## src/rtl/core/cala_pkg.sv

```systemverilog
// Shared types and constants for the call argument location assigner.
// No dependencies.
package cala_pkg;

    typedef struct packed {
        logic [11:0] arg_len;
        logic [2:0]  align_exp;
        logic [1:0]  class_low;
        logic [1:0]  class_high;
        logic        last_arg;
    } t_in;

    typedef struct packed {
        logic [3:0]  loc_kind;
        logic [2:0]  first_reg;
        logic [2:0]  second_reg;
        logic [15:0] slot_offset;
        logic        offset_overflow;
        logic        last_out;
    } t_out;

    typedef struct packed {
        logic        force_stack;
        logic [1:0]  need_gpr;
        logic [1:0]  need_sse;
        logic        first_gpr;
        logic        second_gpr;
        logic        two_regs;
        logic [3:0]  reg_kind;
        logic [3:0]  stack_kind;
        logic [12:0] size_rnd;
        logic [6:0]  align_mask;
        logic        last;
    } t_work;

    localparam logic [1:0] CLASS_INT = 2'd0;
    localparam logic [1:0] CLASS_SSE = 2'd1;

    localparam logic [3:0] KIND_GPR       = 4'd0;
    localparam logic [3:0] KIND_SSE       = 4'd1;
    localparam logic [3:0] KIND_GPR_GPR   = 4'd2;
    localparam logic [3:0] KIND_GPR_SSE   = 4'd3;
    localparam logic [3:0] KIND_SSE_GPR   = 4'd4;
    localparam logic [3:0] KIND_SSE_SSE   = 4'd5;
    localparam logic [3:0] KIND_STACK     = 4'd6;
    localparam logic [3:0] KIND_PTR_GPR   = 4'd7;
    localparam logic [3:0] KIND_PTR_STACK = 4'd8;

    localparam logic [11:0] LARGE_LEN    = 12'd24;
    localparam logic [11:0] ONE_CHUNK    = 12'd8;
    localparam logic [12:0] PTR_SIZE     = 13'd8;
    localparam logic [6:0]  PTR_MASK     = 7'd7;
    localparam logic [15:0] OFFSET_INIT  = 16'd16;
    localparam logic [15:0] OFFSET_MAX   = 16'hFFFF;

endpackage

```

## src/rtl/core/cala_fifo.sv

```systemverilog
// Generic register-based queue with registered entries.
// No dependencies.
module cala_fifo #(
    parameter int WIDTH = 8,
    parameter int DEPTH = 2
) (
    input  logic             i_clk,
    input  logic             i_rst_n,
    input  logic             i_push,
    input  logic [WIDTH-1:0] i_data,
    output logic             o_full,
    input  logic             i_pop,
    output logic [WIDTH-1:0] o_data,
    output logic             o_empty
);
    localparam int PTR_W = (DEPTH > 1) ? $clog2(DEPTH) : 1;
    localparam int CNT_W = $clog2(DEPTH + 1);

    logic [WIDTH-1:0] r_mem [DEPTH];
    logic [PTR_W-1:0] r_wr_ptr, n_wr_ptr;
    logic [PTR_W-1:0] r_rd_ptr, n_rd_ptr;
    logic [CNT_W-1:0] r_count, n_count;

    assign o_full  = (r_count == CNT_W'(DEPTH));
    assign o_empty = (r_count == '0);
    assign o_data  = r_mem[r_rd_ptr];

    always_comb begin
        n_wr_ptr = r_wr_ptr;
        n_rd_ptr = r_rd_ptr;
        n_count  = r_count;
        if (i_push) begin
            n_wr_ptr = (r_wr_ptr == PTR_W'(DEPTH - 1)) ? '0 : r_wr_ptr + 1'b1;
        end
        if (i_pop) begin
            n_rd_ptr = (r_rd_ptr == PTR_W'(DEPTH - 1)) ? '0 : r_rd_ptr + 1'b1;
        end
        if (i_push && !i_pop) begin
            n_count = r_count + 1'b1;
        end else if (!i_push && i_pop) begin
            n_count = r_count - 1'b1;
        end
    end

    always_ff @(posedge i_clk) begin
        if (!i_rst_n) begin
            r_wr_ptr <= '0;
            r_rd_ptr <= '0;
            r_count  <= '0;
        end else begin
            r_wr_ptr <= n_wr_ptr;
            r_rd_ptr <= n_rd_ptr;
            r_count  <= n_count;
        end
    end

    always_ff @(posedge i_clk) begin
        if (i_push) begin
            r_mem[r_wr_ptr] <= i_data;
        end
    end

endmodule

```

## src/rtl/core/cala_front.sv

```systemverilog
// Front end: accepts argument transactions and classifies them into work entries.
// Depends on cala_pkg.
module cala_front (
    input  logic            i_in_valid,
    input  cala_pkg::t_in   i_in_data,
    input  logic            i_full,
    output logic            o_in_stall,
    output logic            o_push,
    output cala_pkg::t_work o_work
);
    import cala_pkg::*;

    logic        is_mem;
    logic        is_large;
    logic        is_one;
    logic        c1_int;
    logic        c2_int;
    logic [12:0] len_rnd;
    logic [7:0]  align_pow;

    assign o_in_stall = i_full;
    assign o_push     = i_in_valid && !i_full;

    assign is_mem    = i_in_data.class_low[1] || i_in_data.class_high[1];
    assign is_large  = (i_in_data.arg_len >= LARGE_LEN);
    assign is_one    = (i_in_data.arg_len <= ONE_CHUNK);
    assign c1_int    = (i_in_data.class_low == CLASS_INT);
    assign c2_int    = (i_in_data.class_high == CLASS_INT);
    assign len_rnd   = ({1'b0, i_in_data.arg_len} + 13'd7) & ~13'd7;
    assign align_pow = 8'd1 << i_in_data.align_exp;

    always_comb begin
        o_work             = '0;
        o_work.last        = i_in_data.last_arg;
        o_work.stack_kind  = KIND_STACK;
        o_work.size_rnd    = len_rnd;
        o_work.align_mask  = 7'(align_pow - 8'd1);
        if (is_mem) begin
            o_work.force_stack = 1'b1;
        end else if (is_large) begin
            o_work.need_gpr   = 2'd1;
            o_work.first_gpr  = 1'b1;
            o_work.reg_kind   = KIND_PTR_GPR;
            o_work.stack_kind = KIND_PTR_STACK;
            o_work.size_rnd   = PTR_SIZE;
            o_work.align_mask = PTR_MASK;
        end else if (is_one) begin
            o_work.need_gpr  = {1'b0, c1_int};
            o_work.need_sse  = {1'b0, !c1_int};
            o_work.first_gpr = c1_int;
            o_work.reg_kind  = c1_int ? KIND_GPR : KIND_SSE;
        end else begin
            o_work.need_gpr   = 2'(c1_int) + 2'(c2_int);
            o_work.need_sse   = 2'(!c1_int) + 2'(!c2_int);
            o_work.first_gpr  = c1_int;
            o_work.second_gpr = c2_int;
            o_work.two_regs   = 1'b1;
            o_work.reg_kind   = KIND_GPR_GPR + {2'b00, !c1_int, !c2_int};
        end
    end

endmodule

```

## src/rtl/core/cala_back.sv

```systemverilog
// Back end: allocates registers and stack slots and holds the result register.
// Depends on cala_pkg.
module cala_back #(
    parameter int GPR_COUNT = 6,
    parameter int SSE_COUNT = 8
) (
    input  logic            i_clk,
    input  logic            i_rst_n,
    input  logic            i_empty,
    input  cala_pkg::t_work i_work,
    output logic            o_pop,
    output logic            o_out_valid,
    output cala_pkg::t_out  o_out_data,
    input  logic            i_out_stall
);
    import cala_pkg::*;

    localparam int GW = $clog2(GPR_COUNT + 1);
    localparam int SW = $clog2(SSE_COUNT + 1);

    logic [GW-1:0] r_gpr, n_gpr;
    logic [SW-1:0] r_sse, n_sse;
    logic [15:0]   r_off, n_off;
    logic          r_out_valid;
    t_out          r_out, n_out;

    logic          fits;
    logic [GW:0]   gpr_need_sum;
    logic [SW:0]   sse_need_sum;
    logic [GW+2:0] gpr_a;
    logic [GW+2:0] gpr_b;
    logic [SW+2:0] sse_a;
    logic [SW+2:0] sse_b;
    logic [2:0]    reg1;
    logic [2:0]    reg2;
    logic [16:0]   start_sum;
    logic [16:0]   start_al;
    logic          ovf_start;
    logic [15:0]   start_off;
    logic [16:0]   end_sum;
    logic          ovf_end;
    logic [15:0]   end_off;

    assign o_pop       = !i_empty && (!r_out_valid || !i_out_stall);
    assign o_out_valid = r_out_valid;
    assign o_out_data  = r_out;

    assign gpr_need_sum = {1'b0, r_gpr} + (GW+1)'(i_work.need_gpr);
    assign sse_need_sum = {1'b0, r_sse} + (SW+1)'(i_work.need_sse);
    assign fits = !i_work.force_stack
               && (gpr_need_sum <= (GW+1)'(GPR_COUNT))
               && (sse_need_sum <= (SW+1)'(SSE_COUNT));

    assign gpr_a = (GW+3)'(r_gpr);
    assign gpr_b = (GW+3)'(r_gpr) + (GW+3)'(i_work.first_gpr);
    assign sse_a = (SW+3)'(r_sse);
    assign sse_b = (SW+3)'(r_sse) + (SW+3)'(!i_work.first_gpr);
    assign reg1  = i_work.first_gpr ? gpr_a[2:0] : sse_a[2:0];
    assign reg2  = !i_work.two_regs ? 3'd0 :
                   (i_work.second_gpr ? gpr_b[2:0] : sse_b[2:0]);

    assign start_sum = {1'b0, r_off} + 17'(i_work.align_mask);
    assign start_al  = start_sum & ~17'(i_work.align_mask);
    assign ovf_start = start_al[16];
    assign start_off = ovf_start ? OFFSET_MAX : start_al[15:0];
    assign end_sum   = {1'b0, start_off} + 17'(i_work.size_rnd);
    assign ovf_end   = end_sum[16];
    assign end_off   = ovf_end ? OFFSET_MAX : end_sum[15:0];

    always_comb begin
        n_gpr = r_gpr;
        n_sse = r_sse;
        n_off = r_off;
        n_out = r_out;
        if (o_pop) begin
            n_out.last_out = i_work.last;
            if (fits) begin
                n_out.loc_kind        = i_work.reg_kind;
                n_out.first_reg       = reg1;
                n_out.second_reg      = reg2;
                n_out.slot_offset     = '0;
                n_out.offset_overflow = 1'b0;
                n_gpr = gpr_need_sum[GW-1:0];
                n_sse = sse_need_sum[SW-1:0];
            end else begin
                n_out.loc_kind        = i_work.stack_kind;
                n_out.first_reg       = 3'd0;
                n_out.second_reg      = 3'd0;
                n_out.slot_offset     = start_off;
                n_out.offset_overflow = ovf_start || ovf_end;
                n_off = end_off;
            end
            if (i_work.last) begin
                n_gpr = '0;
                n_sse = '0;
                n_off = OFFSET_INIT;
            end
        end
    end

    always_ff @(posedge i_clk) begin
        if (!i_rst_n) begin
            r_gpr       <= '0;
            r_sse       <= '0;
            r_off       <= OFFSET_INIT;
            r_out_valid <= 1'b0;
        end else begin
            r_gpr       <= n_gpr;
            r_sse       <= n_sse;
            r_off       <= n_off;
            r_out_valid <= o_pop || (r_out_valid && i_out_stall);
        end
    end

    always_ff @(posedge i_clk) begin
        r_out <= n_out;
    end

endmodule

```

## src/rtl/core/call_argument_location_assigner.sv

```systemverilog
// An accepted argument is written into the queue, then moved into the result
// register, which raises o_out_valid; a stalled result holds later ones queued.
// Throughput: one argument per cycle when not stalled; the stack path (align-up
// add, then the size add with saturation) in the back end sets the cycle.
// A two-entry queue decouples classification from allocation.
// Reset (synchronous, active low): queue empty, no result pending,
// next GPR 0, next SSE 0, stack offset 16.
module call_argument_location_assigner #(
    parameter int GPR_COUNT = 6,
    parameter int SSE_COUNT = 8
) (
    input  logic           i_clk,
    input  logic           i_rst_n,
    input  logic           i_in_valid,
    input  cala_pkg::t_in  i_in_data,
    output logic           o_in_stall,
    output logic           o_out_valid,
    output cala_pkg::t_out o_out_data,
    input  logic           i_out_stall
);
    import cala_pkg::*;

    localparam int QUEUE_DEPTH = 2;

    logic  push;
    logic  pop;
    logic  full;
    logic  empty;
    t_work front_work;
    t_work back_work;

    cala_front u_front (
        .i_in_valid (i_in_valid),
        .i_in_data  (i_in_data),
        .i_full     (full),
        .o_in_stall (o_in_stall),
        .o_push     (push),
        .o_work     (front_work)
    );

    cala_fifo #(
        .WIDTH ($bits(t_work)),
        .DEPTH (QUEUE_DEPTH)
    ) u_queue (
        .i_clk   (i_clk),
        .i_rst_n (i_rst_n),
        .i_push  (push),
        .i_data  (front_work),
        .o_full  (full),
        .i_pop   (pop),
        .o_data  (back_work),
        .o_empty (empty)
    );

    cala_back #(
        .GPR_COUNT (GPR_COUNT),
        .SSE_COUNT (SSE_COUNT)
    ) u_back (
        .i_clk       (i_clk),
        .i_rst_n     (i_rst_n),
        .i_empty     (empty),
        .i_work      (back_work),
        .o_pop       (pop),
        .o_out_valid (o_out_valid),
        .o_out_data  (o_out_data),
        .i_out_stall (i_out_stall)
    );

endmodule

```

## config.mk

```make
export PLATFORM = sky130hd
export DESIGN_NAME = call_argument_location_assigner
export DESIGN_NICKNAME = d
export VERILOG_FILES = /design/src/rtl/core/cala_pkg.sv /design/src/rtl/core/cala_fifo.sv /design/src/rtl/core/cala_front.sv /design/src/rtl/core/cala_back.sv /design/src/rtl/core/call_argument_location_assigner.sv
export SDC_FILE = /design/constraint.sdc
export NUM_CORES = 1
export LEC_CHECK = 0
export BUFFER_PORTS_ARGS = -buffer_cell sky130_fd_sc_hd__buf_2
export CAP_MARGIN = 20
export CORE_MARGIN = 2
export CORE_UTILIZATION = 35
export DETAILED_ROUTE_END_ITERATION = 8
export PLACE_DENSITY_LB_ADDON = 0.1
export RECOVER_POWER = 50
export SLEW_MARGIN = 20
export SYNTH_ARGS = -nofsm -noshare
export SYNTH_HDL_FRONTEND = slang
export SYNTH_SLANG_ARGS = --single-unit
export TNS_END_PERCENT = 30
```

## constraint.sdc

```tcl
create_clock -name i_clk -period 10.4 [get_ports i_clk]
set_clock_uncertainty 0.05 [all_clocks]
set_input_delay 0.52 -clock i_clk [delete_from_list [all_inputs] [get_ports i_clk]]
set_output_delay 0.52 -clock i_clk [all_outputs]
set_load 0.02 [all_outputs]
```

==> metrics.csv, run 1 <==
metric,value,unit
grt_pass1_vias,4067,
r2r_cells,16,
clkPwrFrac,28.4,%
insertion_delay,410,ps
initial_core_util,35.33,%
crit_path_end_kind,flip-flop,
synth-seq-cells,119,
synth.area.top_cells,"edfxtp_1 43%, dfxtp_1 9.2%, ha_1 5.4%",
io_buffer_count,53,
synth_top_area_share,42.88,%
critPathBufInv,1,
fp.dieH,138.2,um
setup_viol,0,
critical_path.cell_chain,"buf_4, mux2_4, and2_1, fa_1, a211oi_1, o211a_1, or3_1, nand2_1, ha_1, a2111o_1, a311oi_1, nor3b_1, o21ai_0, a31oi_4, and2_1, a221o_1",
clkTransAtPathRegs,50,ps
cts_buffers,17,
synth.distinct_cells,69,
yosys.area.top_type,edfxtp_1,
gp_congestion,0.9194,
worst-setup-path-type,flip-flop to flip-flop,
hold_depth,3,
critPathMaxStageDelay,660,ps
crit_fanout,21,
min_period,5575,ps
post_cts_buffers,0,
cp.required,10640,ps
rsz0062_at_grt,no,
drt_iter0_markers,254,
grt_pass1_wl,22630,um
fin_crit_sh,53.61,%
ant_nets,0,
cellLeakagePower,2.831,nW
cp_common_cell,and2_1,
switchingPower,0.0007216,W
vias_per_cell,5.084,
grt_overflow,0,
pre_cts_slack,4779,ps
vias,4316,
synth_edf_count,90,
hold_viol_final,0,
synth_ff_type,edfxtp_1,
status,"complete, but fails checks",
path_depth,16,
cts_buffer_depth,2,
switching_share,35.94,%
die_area,0.01910,mm2
critical_path_arrival,5820,ps
fill_cells,1705,
final_max_slew_viol_count,65,
synthArstFlopShare,0,%
syn-num-nets,606,
num_antenna_cells,0,
htree_levels,4,
antenna_found_initial,0,
power_density,274.2,mW/mm2
fmax,0.1794,GHz
io_pins,54,
place_hpwl,10260,um
die_width,138.2,um
worst_pin_slew,1990,ps
layout-drive-gt1-share,13.71,%
critical_path.slowest_cell,dfxtp_1,
syn-instance-count,551,
ir_drop,133.4,uV
synth.most_common_cell,edfxtp_1,
cts-root-buf,clkbuf_16,
p_seq_share,34.2,%
cts_tree,done,
post_cts_resized,0,
timing.reg2reg.setup_slack,4820,ps
area_growth,16.20,%
yosysWarnings,0,
setup_tns,0,ps
firstDrtPassIters,4,
syn_area,0.006302,mm2
rows,49,
drc,0,
drt-total-wl,14200,um
internal_power,0.001286,W
fin_nets,663,
synth.avg_cell_area,11.44,um2
wire_per_inst,16.72,um
violations,"capacitance limit, slew limit",
relSlewSlack,-32.68,%
synthTopCellsByCount,"90 x edfxtp_1, 51 x nand2_1, 44 x nor2_1, 29 x dfxtp_1, 27 x ha_1",
path_delay_family,compound AO/OA/AOI/OAI gates,
setup_slack,4825,ps
max_cap_viol_count,2,
grt_max_degree,33,
seq_area_frac_synth,52.09,%
grt_usage,15.27,%
crit_path_start_kind,flip-flop,
clock_sinks,119,
ctsHoldBuffers,0,
hold_class,input pin to flip-flop,
coreArea,0.01784,mm2
p_comb_share,37.4,%
[routing by layer]
layer  routed length [um]  global-route usage [%]  share of wire [%]
met5                    0                       0                  0
met4                  218                   5.639                1.5
met3                  599                   3.672                4.2
met2                 6038                   22.02                 43
met1                 7338                   22.33                 52
[sequential cells by signal, summed over array words and instances (netlist names), named ones only]
name                count
u_back.r_sse            4
u_back.r_gpr            3
u_back.o_out_valid      1
u_back.r_off           16
u_queue.r_wr_ptr        1
u_queue.r_count         2
u_queue.r_rd_ptr        1
u_back.o_out_data      28
u_queue.r_mem          62
[layout by cell type (no fill, tap or decap), drive strengths merged, types with 3 or more instances in the layout]
| cell type | instances |
|---|---|
| xor2 | 13 |
| edfxtp | 90 |
| xnor2 | 17 |
| a211oi | 4 |
| a31oi | 4 |
| dfxtp | 29 |
| inv | 21 |
| nand3 | 18 |
| nor2b | 15 |
| ha | 27 |
| mux2i | 18 |
| mux2 | 19 |
| nand2 | 51 |
| o21ai | 21 |
| and2 | 15 |
| and3 | 5 |
| a21oi | 26 |
| nor3 | 7 |
| clkbuf | 54 |
| a21boi | 5 |
| fa | 4 |
| nor2 | 44 |
| o21a | 5 |
| nand2b | 4 |
| buf | 23 |
| o31ai | 3 |
| clkinv | 8 |
| a22oi | 5 |
| nor4 | 5 |
| or3 | 6 |
| or2 | 3 |
| bufinv | 3 |
| a221o | 10 |
| a21o | 7 |
[cell type report]
type,instances,area [um2],share of cell area (%)
sequential,119,3283,44.83
multi-input combinational,391,2853,38.95
clock buffer,19,432.9,5.911
tap,229,286.5,3.913
timing repair buffer,58,254.0,3.468
clock inverter,12,135.1,1.845
inverter,21,78.83,1.076
[power by group through the flow]
stage | Clock (W) | Combinational (W) | Sequential, W
floorplan | 0 | 0.000505 | 0.000740
global placement | 0 | 0.000766 | 0.000693
detailed placement | 0 | 0.000773 | 0.000693
CTS | 0.000584 | 0.000777 | 0.000685
global route | 0.000605 | 0.000835 | 0.000700
finish | 0.000571 | 0.000751 | 0.000686
[final timing paths]
check	start	end
max	flip-flop	u_back.r_off[2]
min	i_out_stall	u_back.o_out_valid
max reg2reg	flip-flop	u_back.r_off[2]
min reg2reg	u_back.r_off[6]	u_back.r_off[6]
[kinds of logic after synthesis]
logic type                 share of synthesized area, %
and+or+nand+nor                                   13.54
DFF                                               52.09
AOI/OAI and AO/OA                                 13.80
buffers and inverters                             2.740
muxes                                             7.028
adders and majority gates                         6.631
xor gates and xnor gates                          4.169
[tightest hold or removal path, stage by stage]
cell	delay, ps
buf_2	90
nand2_1	60
a21boi_0	70
[stage by stage]
stage | total power [W] | cells | cell area [um2] | utilization (%) | hold slack [ps]
floorplan | 0.001245 | 551 | 6302 | - | 385.1
global placement | 0.001459 | 818 | 6808 | 38.16 | 424.5
detailed placement | 0.001465 | 818 | 6808 | 38.16 | 423.5
CTS | 0.002046 | 849 | 7376 | 41.34 | 270.1
global route | 0.002140 | 849 | 7323 | 41.05 | 347.8
finish | 0.002008 | 849 | 7323 | 41.05 | 344.0
Note: power is estimated with default switching activity, not from simulation.
==> inputs of run 2 (changes only) <==
==> constraint.sdc (replaced) <==
create_clock -name i_clk -period 4.5 [get_ports i_clk]
set_clock_uncertainty 0.05 [all_clocks]
set_input_delay 0.225 -clock i_clk [delete_from_list [all_inputs] [get_ports i_clk]]
set_output_delay 0.225 -clock i_clk [all_outputs]
set_load 0.02 [all_outputs]
==> metrics.csv, run 2 (synthesized netlist as in run 1, its figures left out) <==
metric,value,unit
violations,"capacitance limit, slew limit",
grt_pass1_wl,23410,um
cts_tree,done,
min_period,4323,ps
setup_slack,176.7,ps
critPathMaxStageDelay,460,ps
firstDrtPassIters,4,
final_max_slew_viol_count,65,
vias_per_cell,5.018,
antenna_found_initial,0,
hold_class,input pin to flip-flop,
fmax,0.2313,GHz
num_antenna_cells,0,
grt_overflow,0,
status,"complete, but fails checks",
fill_cells,1721,
initial_core_util,35.33,%
utilization,42.63,%
seq_area,0.003287,mm2
setup_viol,0,
crit_fanout,10,
rows,49,
pre_cts_slack,-218.0,ps
cp.required,4740,ps
ant_nets,0,
fin_crit_sh,96.07,%
die_area,0.01910,mm2
insertion_delay,410,ps
cellLeakagePower,2.985,nW
htree_levels,4,
cts_buffer_depth,2,
p_total,0.004836,W
timing.reg2reg.setup_slack,180,ps
grt_max_degree,33,
vias,4396,
cts_buffers,17,
drt_iter0_markers,184,
worst-setup-path-type,flip-flop to flip-flop,
io_pins,54,
ir_drop,273.1,uV
top_register,u_queue.r_mem,
wire_per_inst,16.71,um
rsz0062_at_grt,yes,
reg2reg_to,u_back.r_off[1],
max_cap_viol_count,2,
cp-endpoint,u_back.r_off[1],
final_common_cell,edfxtp_1,
grt_pass1_vias,4351,
fp.dieH,138.2,um
grt_usage,15.68,%
area_growth,20.69,%
worst_pin_slew,1955,ps
critical_path.slowest_cell,a2111o_1,
crit_path_end_kind,flip-flop,
path_depth,16,
clock_sinks,119,
hold_viol_final,0,
gp_congestion,0.8434,
place_hpwl,10980,um
path_delay_family,compound AO/OA/AOI/OAI gates,
die_width,138.2,um
fin_nets,689,
critPathBufInv,0,
final_cell_mix,"90 x edfxtp_1, 51 x nand2_1, 43 x nor2_1",
cts-root-buf,clkbuf_16,
largest_reg_flops,62,
power_density,635.8,mW/mm2
setup_tns,0,ps
critical_path_arrival,4570,ps
critical_path.cell_chain,"mux2_2, ha_1, or2_2, a311oi_4, o31ai_4, a31o_2, nand2_1, nand2_1, ha_1, a2111o_1, a311oi_2, nor3b_4, o21ai_2, a31oi_4, and2_4, a221o_1",
relSlewSlack,-30.33,%
drc,0,
r2r_cells,16,
drt-total-wl,14640,um
io_buffer_count,53,
multiInputGateArea,0.002915,mm2
clkTransAtPathRegs,60,ps
coreArea,0.01784,mm2
layout-drive-gt1-share,19.47,%
crit_path_start_kind,flip-flop,
## run 2: layout make-up
class                           count  area share [%]
Clock inverter                     14           2.073
Inverter                           21           1.036
Tap cell                          229           3.767
Sequential cell                   119           43.21
Multi-Input combinational cell    391           38.33
Clock buffer                       18           5.642
Timing Repair Buffer               84           5.938
## run 2: worst min-delay path by stage
stage | startpoint | to | cells past startpoint
6_report | i_out_stall | u_back.o_out_valid | 3
5_1_grt | i_out_stall | u_back.o_out_valid | 3
4_1_cts | i_out_stall | u_back.o_out_valid | 3
3_5_place_dp | i_in_data[0] | u_queue.r_mem[1][0] | 1
3_3_place_gp | i_in_data[0] | u_queue.r_mem[0][0] | 1
2_1_floorplan | i_in_data[0] | u_queue.r_mem[0][0] | 0
## run 2: where the power goes
part	switching, W	internal [W]
Sequential	0.000106	0.00148
Combinational	0.00115	0.000738
Clock	0.000493	0.000864
Total	0.00175	0.00309
## run 2: layer usage
metal  routed length, um  track usage [%]  vias to the layer above
li1                    -                -                     2199
met1                7430            22.17                     2100
met2                6498            24.18                       81
met3                 475            2.910                       16
met4                 230            5.747                        0
met5                   0                0                        -
## run 2: worst min-delay path: stages
cell and delay (ps):
buf_2 100, nand2_1 70, a21boi_0 70
## run 2: metrics by stage
step                      hold slack, ps  std cells  instance area (um2)
after global placement             386.2        842                 6988
after CTS                          67.60        875                 7590
after global routing               65.27        876                 7606
after floorplan                    273.9        551                 6324
after detailed placement           388.0        842                 6988
final                              59.40        876                 7606
## run 2: what timing repair did
item	in CTS	in global routing
pin swaps	2	2
endpoints found under the hold margin	2	0
setup endpoints to repair	14	17
setup buffers	0	1
hold buffers	1	0
resized for setup	3	14
gates cloned	0	0
==> inputs of run 3 (changes only) <==
--- a/config.mk
+++ b/config.mk
@@ -12,6 +12,7 @@
 export DETAILED_ROUTE_END_ITERATION = 8
 export PLACE_DENSITY_LB_ADDON = 0.1
 export RECOVER_POWER = 50
+export SETUP_SLACK_MARGIN = 0.5
 export SLEW_MARGIN = 20
 export SYNTH_ARGS = -nofsm -noshare
 export SYNTH_HDL_FRONTEND = slang
==> metrics.csv, run 3 (synthesized netlist as in run 1, its figures left out) <==
metric,value,unit
clock_sinks,119,
cts_buffers,17,
max_cap_viol_count,3,
top_register,u_queue.r_mem,
die_area,0.01910,mm2
coreArea,0.01784,mm2
rsz0062_at_grt,yes,
initial_core_util,35.33,%
worst_pin_slew,1950,ps
critPathMaxStageDelay,450,ps
io_buffer_count,53,
crit_path_start_kind,flip-flop,
grt_pass1_wl,24590,um
fin_crit_sh,91.09,%
wire_per_inst,17.26,um
min_period,4099,ps
clkTransAtPathRegs,50,ps
critical_path_arrival,4340,ps
vias_per_cell,5.167,
die_width,138.2,um
crit_path_end_kind,flip-flop,
cts_buffer_depth,2,
grt_max_degree,33,
ir_drop,320.6,uV
antenna_found_initial,0,
place_hpwl,10910,um
violations,"capacitance limit, slew limit",
setup_viol,0,
cts-root-buf,clkbuf_16,
num_antenna_cells,0,
drt-total-wl,15190,um
cellLeakagePower,3.033,nW
fp.dieH,138.2,um
fmax,0.2440,GHz
final_cell_mix,"90 x edfxtp_1, 47 x nand2_1, 43 x clkbuf_1",
crit_fanout,7,
cts_tree,done,
insertion_delay,420,ps
critical_path.cell_chain,"buf_6, mux2i_2, inv_1, ha_4, o211ai_1, o211a_1, or3_4, buf_8, nand2_4, ha_4, a2111o_1, a311oi_2, nor3b_4, o21ai_2, a31oi_4, and2_4, a221o_1",
ant_nets,0,
relSlewSlack,-30.01,%
grt_pass1_vias,4542,
critical_path.slowest_cell,or3_4,
status,"complete, but fails checks",
layout-drive-gt1-share,23.04,%
grt_usage,16.52,%
firstDrtPassIters,5,
hold_viol_final,0,
hold_class,input pin to flip-flop,
htree_levels,4,
rows,49,
setup_tns,0,ps
drt_iter0_markers,329,
cp.required,4740,ps
final_max_slew_viol_count,96,
power_density,644.6,mW/mm2
p_total,0.005080,W
gp_congestion,0.8544,
io_pins,54,
area_growth,25.03,%
fin_nets,693,
worst-setup-path-type,flip-flop to flip-flop,
drc,0,
vias,4547,
grt_overflow,0,
final_common_cell,edfxtp_1,
cp_common_cell,ha_4,
largest_reg_flops,62,
-- run 3: worst paths after layout --
path,startpoint,cells past startpoint,slack (ps),to
max reg2reg,flip-flop,17,400,u_back.r_off[2]
min,i_out_stall,3,40,u_back.o_out_valid
min reg2reg,u_back.o_out_valid,2,440,u_back.o_out_valid
max,flip-flop,17,400,u_back.r_off[2]
-- run 3: per-layer routing --
metal | wire, um | vias up | track usage [%]
met5 | 0 | - | 0
met4 | 340 | 0 | 6.391
met3 | 630 | 28 | 4.157
met2 | 6854 | 108 | 24.73
met1 | 7366 | 2201 | 23.15
li1 | - | 2210 | -
-- run 3: worst max-delay path: cells and delay by family (launching register included) --
| kind | cells | cell delay [ps] |
|---|---|---|
| flip-flops | 1 | 390 |
| adder cells (fa/ha/maj) | 2 | 500 |
| AO/OA/AOI/OAI | 7 | 1650 |
| multiplexers | 1 | 210 |
| AND/OR/NAND/NOR | 4 | 800 |
| buffers and inverters | 3 | 380 |
-- run 3: what timing repair did --
item | 4_1_cts | 5_1_grt
resized for setup | 21 | 24
gates cloned | 1 | 0
hold endpoints to repair | 2 | 0
hold buffers | 1 | 0
pin swaps | 12 | 18
endpoints found under the setup margin | 17 | 17
buffers inserted | 11 | 9
-- run 3: where the power goes --
group          internal [W]  leakage [nW]  switching (W)
Combinational      0.000842          1.65        0.00124
Sequential          0.00149          1.09       0.000114
Clock              0.000923         0.287       0.000473
Total               0.00326          3.03        0.00182
-- run 3: layout make-up --
class	instances	area (um2)
clock buffer	23	447.9
clock inverter	9	150.1
tap	229	286.5
multi-input combinational	392	3142
timing repair buffer	87	488.0
fill	1704	9961
inverter	21	78.83
sequential	119	3287
-- run 3: metrics by stage --
stage                     std cells  hold WS, ps  worst slack (ps)  instance area [um2]  utilization, %
after global placement          826        388.5             161.0                 6967           39.05
final                           880        43.11             400.8                 7880           44.17
after global routing            880        41.03             219.9                 7880           44.17
after floorplan                 551        273.9             339.1                 6457               -
after detailed placement        826        390.3             143.1                 6967           39.05
after CTS                       871        43.18             407.0                 7757           43.48
